==> config.mk <==
export PLATFORM = sky130hd
export DESIGN_NAME = crank_angle_interpolator
export DESIGN_NICKNAME = d
export VERILOG_FILES = /design/src/hdl/cai_pkg.sv /design/src/hdl/crank_angle_interpolator.sv /design/src/hdl/cai_ctrl.sv /design/src/hdl/cai_dp.sv
export SDC_FILE = /design/constraint.sdc
export NUM_CORES = 2
export LEC_CHECK = 0
export BUFFER_PORTS_ARGS = -buffer_cell sky130_fd_sc_hd__buf_2
export CAP_MARGIN = 15
export CORE_ASPECT_RATIO = 0.6
export CORE_MARGIN = 2
export CORE_UTILIZATION = 50
export CTS_CLUSTER_DIAMETER = 100
export CTS_CLUSTER_SIZE = 8
export DETAILED_ROUTE_END_ITERATION = 10
export PLACE_DENSITY = 0.69
export SYNTH_ARGS = -nofsm -noshare
export SYNTH_HDL_FRONTEND = slang
export SYNTH_SLANG_ARGS = --single-unit
==> constraint.sdc <==
create_clock -name clk_i -period 8.55 [get_ports clk_i]
set_clock_uncertainty 0.05 [all_clocks]
set_input_delay 0.855 -clock clk_i [delete_from_list [all_inputs] [get_ports clk_i]]
set_output_delay 0.855 -clock clk_i [all_outputs]
set_load 0.03 [all_outputs]
==> src/hdl/cai_pkg.sv <==
// Shared types and constants of the crank angle interpolator.
// No dependencies; used by cai_ctrl, cai_dp and the top level.
package cai_pkg;

  localparam int unsigned TimeW   = 32;  // timestamp width
  localparam int unsigned IdxW    = 10;  // edge index width
  localparam int unsigned EptW    = 10;  // edges_per_turn register width
  localparam int unsigned ScaleW  = 12;  // bits of the 3600 scale factor
  localparam int unsigned Tenths  = 3600;
  localparam int unsigned AngleW  = 16;
  localparam int unsigned BaseW   = IdxW + ScaleW;   // 3600 * index
  localparam int unsigned NumW    = TimeW + ScaleW;  // 3600 * dt
  localparam int unsigned DivW    = TimeW + EptW;    // period * edges_per_turn
  localparam int unsigned CntW    = $clog2(NumW + 1);
  localparam int unsigned PaddrW  = 3;
  localparam int unsigned PdataW  = 32;

  localparam logic [EptW-1:0] EptReset = EptW'(115);
  localparam logic            RegEpt   = 1'b0;  // paddr[2] of edges_per_turn

  localparam logic [1:0] CmdEdge  = 2'd0;
  localparam logic [1:0] CmdQuery = 2'd1;
  localparam logic [1:0] CmdClear = 2'd2;

  typedef enum logic [2:0] {
    StIdle,
    StMul,
    StLoadBase,
    StRunBase,
    StRunFrac,
    StDone
  } state_e;

  typedef struct packed {
    logic edge_we;    // record an edge event
    logic clear;      // clear tracking state
    logic query;      // latch timestamp and readiness of a query
    logic mul;        // register the three products
    logic base_load;  // load divider with 3600*index / edges_per_turn
    logic base_done;  // keep base quotient, load fractional division
    logic div_run;    // advance the divider one bit
    logic out_load;   // load the result register
  } cmd_t;

  typedef struct packed {
    logic not_ready;  // no period, no edge time or zero edge count
    logic div_busy;   // divider still has bits to go
    logic out_full;   // result register holds an untaken result
  } sts_t;

endpackage

==> src/hdl/crank_angle_interpolator.sv <==
// Crank angle interpolator top level: APB register decode, controller and
// datapath. Depends on cai_pkg, cai_ctrl and cai_dp.
//
// Input channel (in_valid_i / in_stall_o) carries one request: command_i,
// edge_id_i, timestamp_i. Edge events and reset-tracking requests give no
// result. An angle query gives exactly one result on the output channel
// (out_valid_o / out_stall_i): angle_valid_o, angle_tenths_o.
//
// A query holds the input stalled until its result is loaded, so the next request
// is taken only after that. The time taken is set by the single shared restoring
// divider, one quotient bit per cycle: 22 bits for 3600*index/edges_per_turn, then
// 44 bits for 3600*dt/(period*edges_per_turn), with the multiply, divider-load and
// result-load steps around it.
// A query that cannot be answered (no period, no edge time, zero edge count)
// skips the divider, with angle_valid_o low and angle_tenths_o zero.
//
// The result waits in an output register; a stalled receiver holds it, and
// edge and reset requests are still taken meanwhile. A following query stops
// at its last step until the register frees.
// Reset clears tracking state and sets edges_per_turn (byte address 0) to 115.
module crank_angle_interpolator (
  input  logic                          clk_i,
  input  logic                          rst_ni,
  // request channel
  input  logic                          in_valid_i,
  output logic                          in_stall_o,
  input  logic [1:0]                    command_i,
  input  logic [cai_pkg::IdxW-1:0]      edge_id_i,
  input  logic [cai_pkg::TimeW-1:0]     timestamp_i,
  // result channel
  output logic                          out_valid_o,
  input  logic                          out_stall_i,
  output logic                          angle_valid_o,
  output logic [cai_pkg::AngleW-1:0]    angle_tenths_o,
  // configuration port
  input  logic                          psel,
  input  logic                          penable,
  input  logic                          pwrite,
  input  logic [cai_pkg::PaddrW-1:0]    paddr,
  input  logic [cai_pkg::PdataW-1:0]    pwdata,
  output logic [cai_pkg::PdataW-1:0]    prdata,
  output logic                          pready
);

  cai_pkg::cmd_t             cmd;
  cai_pkg::sts_t             sts;
  logic                      cfg_we;
  logic [cai_pkg::EptW-1:0]  ept;

  // Zero wait states; only the register at address 0 exists.
  assign pready = 1'b1;
  assign cfg_we = psel && penable && pwrite && (paddr[2] == cai_pkg::RegEpt);
  assign prdata = (paddr[2] == cai_pkg::RegEpt) ? cai_pkg::PdataW'(ept) : '0;

  cai_ctrl u_ctrl (
    .clk_i       (clk_i),
    .rst_ni      (rst_ni),
    .in_valid_i  (in_valid_i),
    .command_i   (command_i),
    .out_stall_i (out_stall_i),
    .sts_i       (sts),
    .cmd_o       (cmd),
    .in_stall_o  (in_stall_o)
  );

  cai_dp u_dp (
    .clk_i          (clk_i),
    .rst_ni         (rst_ni),
    .cmd_i          (cmd),
    .sts_o          (sts),
    .edge_id_i      (edge_id_i),
    .timestamp_i    (timestamp_i),
    .cfg_we_i       (cfg_we),
    .cfg_wdata_i    (pwdata[cai_pkg::EptW-1:0]),
    .ept_o          (ept),
    .out_stall_i    (out_stall_i),
    .out_valid_o    (out_valid_o),
    .angle_valid_o  (angle_valid_o),
    .angle_tenths_o (angle_tenths_o)
  );

endmodule

==> src/hdl/cai_ctrl.sv <==
// Controller of the crank angle interpolator: sequences one request at a time.
// Depends on cai_pkg (state_e, cmd_t, sts_t, command codes).
module cai_ctrl (
  input  logic             clk_i,
  input  logic             rst_ni,
  input  logic             in_valid_i,
  input  logic [1:0]       command_i,
  input  logic             out_stall_i,
  input  cai_pkg::sts_t    sts_i,
  output cai_pkg::cmd_t    cmd_o,
  output logic             in_stall_o
);

  cai_pkg::state_e state_q, state_d;

  always_ff @(posedge clk_i or negedge rst_ni) begin
    if (!rst_ni) begin
      state_q <= cai_pkg::StIdle;
    end else begin
      state_q <= state_d;
    end
  end

  always_comb begin
    state_d = state_q;
    case (state_q)
      cai_pkg::StIdle: begin
        if (in_valid_i && command_i == cai_pkg::CmdQuery) begin
          state_d = sts_i.not_ready ? cai_pkg::StDone : cai_pkg::StMul;
        end
      end
      cai_pkg::StMul:      state_d = cai_pkg::StLoadBase;
      cai_pkg::StLoadBase: state_d = cai_pkg::StRunBase;
      cai_pkg::StRunBase: begin
        if (!sts_i.div_busy) state_d = cai_pkg::StRunFrac;
      end
      cai_pkg::StRunFrac: begin
        if (!sts_i.div_busy) state_d = cai_pkg::StDone;
      end
      cai_pkg::StDone: begin
        if (!sts_i.out_full || !out_stall_i) state_d = cai_pkg::StIdle;
      end
      default: state_d = cai_pkg::StIdle;
    endcase
  end

  always_comb begin
    cmd_o      = '0;
    in_stall_o = 1'b1;
    case (state_q)
      cai_pkg::StIdle: begin
        in_stall_o    = 1'b0;
        cmd_o.edge_we = in_valid_i && command_i == cai_pkg::CmdEdge;
        cmd_o.clear   = in_valid_i && command_i == cai_pkg::CmdClear;
        cmd_o.query   = in_valid_i && command_i == cai_pkg::CmdQuery;
      end
      cai_pkg::StMul:      cmd_o.mul = 1'b1;
      cai_pkg::StLoadBase: cmd_o.base_load = 1'b1;
      cai_pkg::StRunBase: begin
        cmd_o.div_run   = 1'b1;
        cmd_o.base_done = !sts_i.div_busy;
      end
      cai_pkg::StRunFrac:  cmd_o.div_run = 1'b1;
      cai_pkg::StDone:     cmd_o.out_load = !sts_i.out_full || !out_stall_i;
      default: ;
    endcase
  end

endmodule

==> src/hdl/cai_dp.sv <==
// Datapath of the crank angle interpolator: tracking state, products,
// shared restoring divider and result register. Depends on cai_pkg.
module cai_dp (
  input  logic                        clk_i,
  input  logic                        rst_ni,
  input  cai_pkg::cmd_t               cmd_i,
  output cai_pkg::sts_t               sts_o,
  input  logic [cai_pkg::IdxW-1:0]    edge_id_i,
  input  logic [cai_pkg::TimeW-1:0]   timestamp_i,
  input  logic                        cfg_we_i,
  input  logic [cai_pkg::EptW-1:0]    cfg_wdata_i,
  output logic [cai_pkg::EptW-1:0]    ept_o,
  input  logic                        out_stall_i,
  output logic                        out_valid_o,
  output logic                        angle_valid_o,
  output logic [cai_pkg::AngleW-1:0]  angle_tenths_o
);

  logic [cai_pkg::EptW-1:0]   ept_q;
  logic [cai_pkg::IdxW-1:0]   idx_q;
  logic [cai_pkg::TimeW-1:0]  time_q, period_q, ts_q;
  logic                       qvalid_q;

  logic [cai_pkg::BaseW-1:0]  base_prod_q, base_q;
  logic [cai_pkg::NumW-1:0]   scaled_q, num_q, num_d;
  logic [cai_pkg::DivW-1:0]   divisor_q, div_q, rem_q, rem_d;
  logic [cai_pkg::CntW-1:0]   cnt_q;

  logic [cai_pkg::TimeW-1:0]  dt;
  logic [cai_pkg::DivW:0]     trial;
  logic                       ge;

  logic [cai_pkg::BaseW:0]    sum;
  logic                       sat;
  logic [cai_pkg::AngleW-1:0] angle;

  logic                       out_valid_q, angle_valid_q;
  logic [cai_pkg::AngleW-1:0] angle_tenths_q;

  // Configuration register.
  always_ff @(posedge clk_i or negedge rst_ni) begin
    if (!rst_ni) begin
      ept_q <= cai_pkg::EptReset;
    end else if (cfg_we_i) begin
      ept_q <= cfg_wdata_i;
    end
  end

  // Tracking state.
  always_ff @(posedge clk_i or negedge rst_ni) begin
    if (!rst_ni) begin
      idx_q    <= '1;
      time_q   <= '0;
      period_q <= '0;
    end else if (cmd_i.clear) begin
      idx_q    <= '1;
      time_q   <= '0;
      period_q <= '0;
    end else if (cmd_i.edge_we && (cai_pkg::EptW'(edge_id_i) < ept_q)) begin
      idx_q  <= edge_id_i;
      time_q <= timestamp_i;
      if (time_q != '0) period_q <= timestamp_i - time_q;
    end
  end

  assign sts_o.not_ready = (period_q == '0) || (time_q == '0) || (ept_q == '0);

  always_ff @(posedge clk_i) begin
    if (cmd_i.query) begin
      ts_q     <= timestamp_i;
      qvalid_q <= !sts_o.not_ready;
    end
  end

  assign dt = ts_q - time_q;

  // Products, one register stage.
  always_ff @(posedge clk_i) begin
    if (cmd_i.mul) begin
      base_prod_q <= cai_pkg::BaseW'(idx_q) * cai_pkg::BaseW'(cai_pkg::Tenths);
      scaled_q    <= cai_pkg::NumW'(dt) * cai_pkg::NumW'(cai_pkg::Tenths);
      divisor_q   <= cai_pkg::DivW'(period_q) * cai_pkg::DivW'(ept_q);
    end
  end

  // Restoring divider, one quotient bit per cycle; quotient shifts into num.
  assign trial = {rem_q, num_q[cai_pkg::NumW-1]};
  assign ge    = trial >= {1'b0, div_q};
  assign rem_d = ge ? cai_pkg::DivW'(trial - {1'b0, div_q}) : trial[cai_pkg::DivW-1:0];
  assign num_d = {num_q[cai_pkg::NumW-2:0], ge};

  always_ff @(posedge clk_i or negedge rst_ni) begin
    if (!rst_ni) begin
      cnt_q <= '0;
    end else if (cmd_i.base_load) begin
      cnt_q <= cai_pkg::CntW'(cai_pkg::BaseW);
    end else if (cmd_i.base_done) begin
      cnt_q <= cai_pkg::CntW'(cai_pkg::NumW);
    end else if (cmd_i.div_run && cnt_q != '0) begin
      cnt_q <= cnt_q - cai_pkg::CntW'(1);
    end
  end

  always_ff @(posedge clk_i) begin
    if (cmd_i.base_load) begin
      num_q <= {base_prod_q, (cai_pkg::NumW - cai_pkg::BaseW)'(0)};
      div_q <= cai_pkg::DivW'(ept_q);
      rem_q <= '0;
    end else if (cmd_i.base_done) begin
      base_q <= num_q[cai_pkg::BaseW-1:0];
      num_q  <= scaled_q;
      div_q  <= divisor_q;
      rem_q  <= '0;
    end else if (cmd_i.div_run && cnt_q != '0) begin
      num_q <= num_d;
      rem_q <= rem_d;
    end
  end

  assign sts_o.div_busy = cnt_q != '0;

  // Saturating sum of base and fraction.
  assign sum   = (cai_pkg::BaseW + 1)'(base_q) +
                 (cai_pkg::BaseW + 1)'(num_q[cai_pkg::AngleW-1:0]);
  assign sat   = (|num_q[cai_pkg::NumW-1:cai_pkg::AngleW]) ||
                 (|sum[cai_pkg::BaseW:cai_pkg::AngleW]);
  assign angle = sat ? '1 : sum[cai_pkg::AngleW-1:0];

  // Result register.
  always_ff @(posedge clk_i or negedge rst_ni) begin
    if (!rst_ni) begin
      out_valid_q <= 1'b0;
    end else if (cmd_i.out_load) begin
      out_valid_q <= 1'b1;
    end else if (!out_stall_i) begin
      out_valid_q <= 1'b0;
    end
  end

  always_ff @(posedge clk_i) begin
    if (cmd_i.out_load) begin
      angle_valid_q  <= qvalid_q;
      angle_tenths_q <= qvalid_q ? angle : '0;
    end
  end

  assign sts_o.out_full  = out_valid_q;
  assign out_valid_o     = out_valid_q;
  assign angle_valid_o   = angle_valid_q;
  assign angle_tenths_o  = angle_tenths_q;
  assign ept_o           = ept_q;

endmodule

==> flow_summary.yaml <==
logic_synthesis:
  synth_edf_count: 204
  yosys.area.top_type: "edfxtp_1"
  synth_most_common_cell: "nand2_1"
  synth.area.top_cells: "edfxtp_1, fa_1, ha_1, dfrtp_1, dfxtp_1"
  ys.flop_type: "edfxtp_1"
  synth.distinct_cells: 103
  synth_cells: 3866
  avgSynthCellArea_sq_um: 9.37
  synth-seq-cells: 394
  synth_top_area_share_pct: 16.9
  syn_area_sq_um: 36200
  ys_async_sr_fraction_pct: 23.9
  ys_warn_count: 0
  yosysSeqAreaShare_pct: 28.8
  synth_common_cells: "nand2_1, inv_1, ha_1"
routing:
  wl_um: 92000
  firstDrtPassIters: 6
  ant_nets: 0
  wl_per_cell_um: 18.8
  drt_iter0_drc: 2402
  routed_via_density: 5.65
  drcViolationCount: 0
  vias: 27652
critical_path:
  reg2reg_setup_slack_ps: 1180
  crit_arrival_ps: 7680
  crit_path_start_kind: "flip-flop"
  cp_data_required_time_ps: 8850
  critPathCaptureType: "flip-flop"
  crit_fanout: 35
  crit_type: "flip-flop to flip-flop"
timing:
  relSlewSlack_pct: 31.3
  finalHoldViolations: 0
  slew_violations: 0
  tightest_slew_ps: 1030
  fmax_mhz: 136
  finalCriticalPeriod_ps: 7370
  finalSetupTns_ps: 0
  fin_crit_sh_pct: 86.2
  setup_viol: 0
  rsz0062_at_grt: "false"
cts:
  cts_made_buffers: 55
  clockBufferDepth: 3
  postCtsSetupBuffers: 0
  ctsHoldBuffers: 0
  htree_levels: 2
  clock-sinks: 394
  cts.clk_slew.worst_paths_ps: 60
  cts_tree: "yes"
  worstSkewPairLatency_ps: 650
  cts-root-buf: "clkbuf_16"
  cts_resized: 0
cells_and_area:
  syn_to_final_growth_pct: 7.96
  n_antenna_cell: 0
  fin_util_pct: 54.5
  layout-drive-gt1-share_pct: 6.97
  nets: 4616
pwr:
  power_frac_comb_pct: 46.9
  leakage_nw: 19.1
  p_per_area_nw_per_um2: 213
  switchingPower_w: 0.00343
  p_clk_share_pct: 25.6
  intPower_w: 0.00489
  vdd_ir_drop_max_mv: 0.391
  pwr-share-seq_pct: 27.5
  switching_share_pct: 41.2
die:
  initial_utilization_pct: 50.5
  die_w_um: 351
  rows: 76
  core_area_sq_um: 71700
  ioPinCount: 138
  dieArea_sq_um: 74700
  die_h_um: 212
hold_path:
  hold_class: "input port to async pin"
place:
  place_congestion: 0.929
  hpwl_um: 71300
  port_buffers: 90
grt:
  grt_pass1_vias: 26791
  grt_max_degree: 74
  grt_overflow: 0
  grtUsageTotal_pct: 25.5
  grt_pass1_wl_um: 149000
  antenna_found_initial: 2
outcome:
  outcome: "complete, no violations"
run:
  cap_violations: 0
==> power by group through the flow <==
| stage | clock network (W) | logic, W | registers (W) |
|---|---|---|---|
| after floorplan | 0 | 0.00264 | 0.00225 |
| after global placement | 0 | 0.00373 | 0.00233 |
| after detailed placement | 0 | 0.00373 | 0.00234 |
| after CTS | 0.00217 | 0.00378 | 0.00230 |
| after global routing | 0.00225 | 0.00434 | 0.00229 |
| final | 0.00214 | 0.00390 | 0.00229 |
==> through the flow <==
stage | std cells | hold WS, ps | cell area, sq um | power [W] | worst slack, ps
after floorplan | 3887 | 386 | 36300 | 0.00489 | 2280
after global placement | 4788 | 396 | 37400 | 0.00606 | 1340
after detailed placement | 4788 | 397 | 37400 | 0.00607 | 1230
after CTS | 4889 | 65.2 | 39000 | 0.00825 | 1210
after global routing | 4893 | 97.3 | 39100 | 0.00889 | 709
final | 4893 | 83.9 | 39100 | 0.00833 | 1180
==> flip-flops by register name, indices dropped and copies added (netlist names), 6 cells and up <==
| register | flops |
|---|---|
| u_dp.num_q | 44 |
| u_dp.angle_tenths_o | 16 |
| u_dp.idx_q | 10 |
| u_dp.time_q | 32 |
| u_dp.rem_q | 42 |
| u_dp.base_prod_q | 18 |
| u_dp.cnt_q | 6 |
| u_dp.ts_q | 32 |
| u_dp.divisor_q | 42 |
| u_dp.base_q | 22 |
| u_dp.period_q | 32 |
| u_dp.ept_o | 10 |
| u_dp.div_q | 42 |
| u_dp.scaled_q | 40 |
==> kinds of logic (layout without fill, tap and decap cells) <==
kind of cell               after synthesis  in the layout  synth area share [%]
xor gates and xnor gates               221            221                  5.53
muxes                                   20             20                 0.598
other                                    2             23                0.0207
adders and majority gates              668            668                  28.8
and+or+nand+nor                       1080           1080                  14.0
DFF                                    394            394                  28.8
AOI/OAI and AO/OA                      858            858                  15.5
buffers and inverters                  623            654                  6.78
==> worst max-delay path, stage by stage, from the launching register on <==
cell and delay [ps]:
dfstp_2 1070, nand2_1 150, fa_1 530, inv_1 50
fa_1 510, fa_1 440, fa_1 550, inv_1 60
fa_1 530, inv_1 40, ha_1 380, nand3_1 150
nor2_1 230, nand2_1 80, nor3_1 560, o2111ai_1 270
a31oi_1 430, a2111oi_2 200, nor3b_1 450, a21oi_1 150
xnor2_1 140
==> cell usage in the layout, fill, tap and decap left out, types with 28 or more instances in the layout <==
| cell | n |
|---|---|
| nand2_1 | 494 |
| inv_1 | 432 |
| ha_1 | 376 |
| fa_1 | 280 |
| a21oi_1 | 243 |
| edfxtp_1 | 204 |
| and2_1 | 176 |
| o21ai_0 | 175 |
| nor2_1 | 145 |
| xnor2_1 | 124 |
| a21o_1 | 106 |
| dfxtp_1 | 96 |
| buf_2 | 90 |
| xor2_1 | 88 |
| dfrtp_1 | 79 |
| nand3_1 | 74 |
| clkbuf_16 | 56 |
| o21a_1 | 47 |
| clkbuf_1 | 41 |
| o31ai_1 | 36 |
| a22oi_1 | 36 |
| a31oi_1 | 30 |
| nor3_1 | 28 |
==> final timing paths <==
path,start,end,cells after the start
worst max-delay path,u_dp.ept_o[1]$_DFFE_PN1P_,u_dp.divisor_q[37]$_DFFE_PP_,20
worst min-delay path,rst_ni,u_dp.period_q[28]$_DFFE_PN0P_,1
worst max register to register,u_dp.ept_o[1]$_DFFE_PN1P_,u_dp.divisor_q[37]$_DFFE_PP_,20
worst min register to register,u_dp.div_q[29]$_SDFFE_PP0P_,u_dp.div_q[29]$_SDFFE_PP0P_,2
max in group asynchronous,rst_ni,u_dp.cnt_q[4]$_DFFE_PN0P_,2
min in group clk_i,timestamp_i[0],u_dp.ts_q[0]$_DFFE_PP_,1
==> layout make-up <==
class	instances	area [sq um]
inverters	433	1630
well taps	975	1220
fillers	6451	32600
clock buffers	98	1570
multi-input cells	2870	23500
flip-flops and latches	394	10400
repair buffers	120	728
clock inverters	3	90.1
==> layer usage <==
layer / vias up / GRT usage, % / part of all wire (%)
met2: 1009 / 34.3 / 38
li1: 13147 / - / -
met4: 0 / 4.33 / 1.4
met5: - / 0 / 0
met1: 13404 / 40.8 / 50
met3: 92 / 6.62 / 10
No activity file was read; power rests on OpenSTA's default activity.
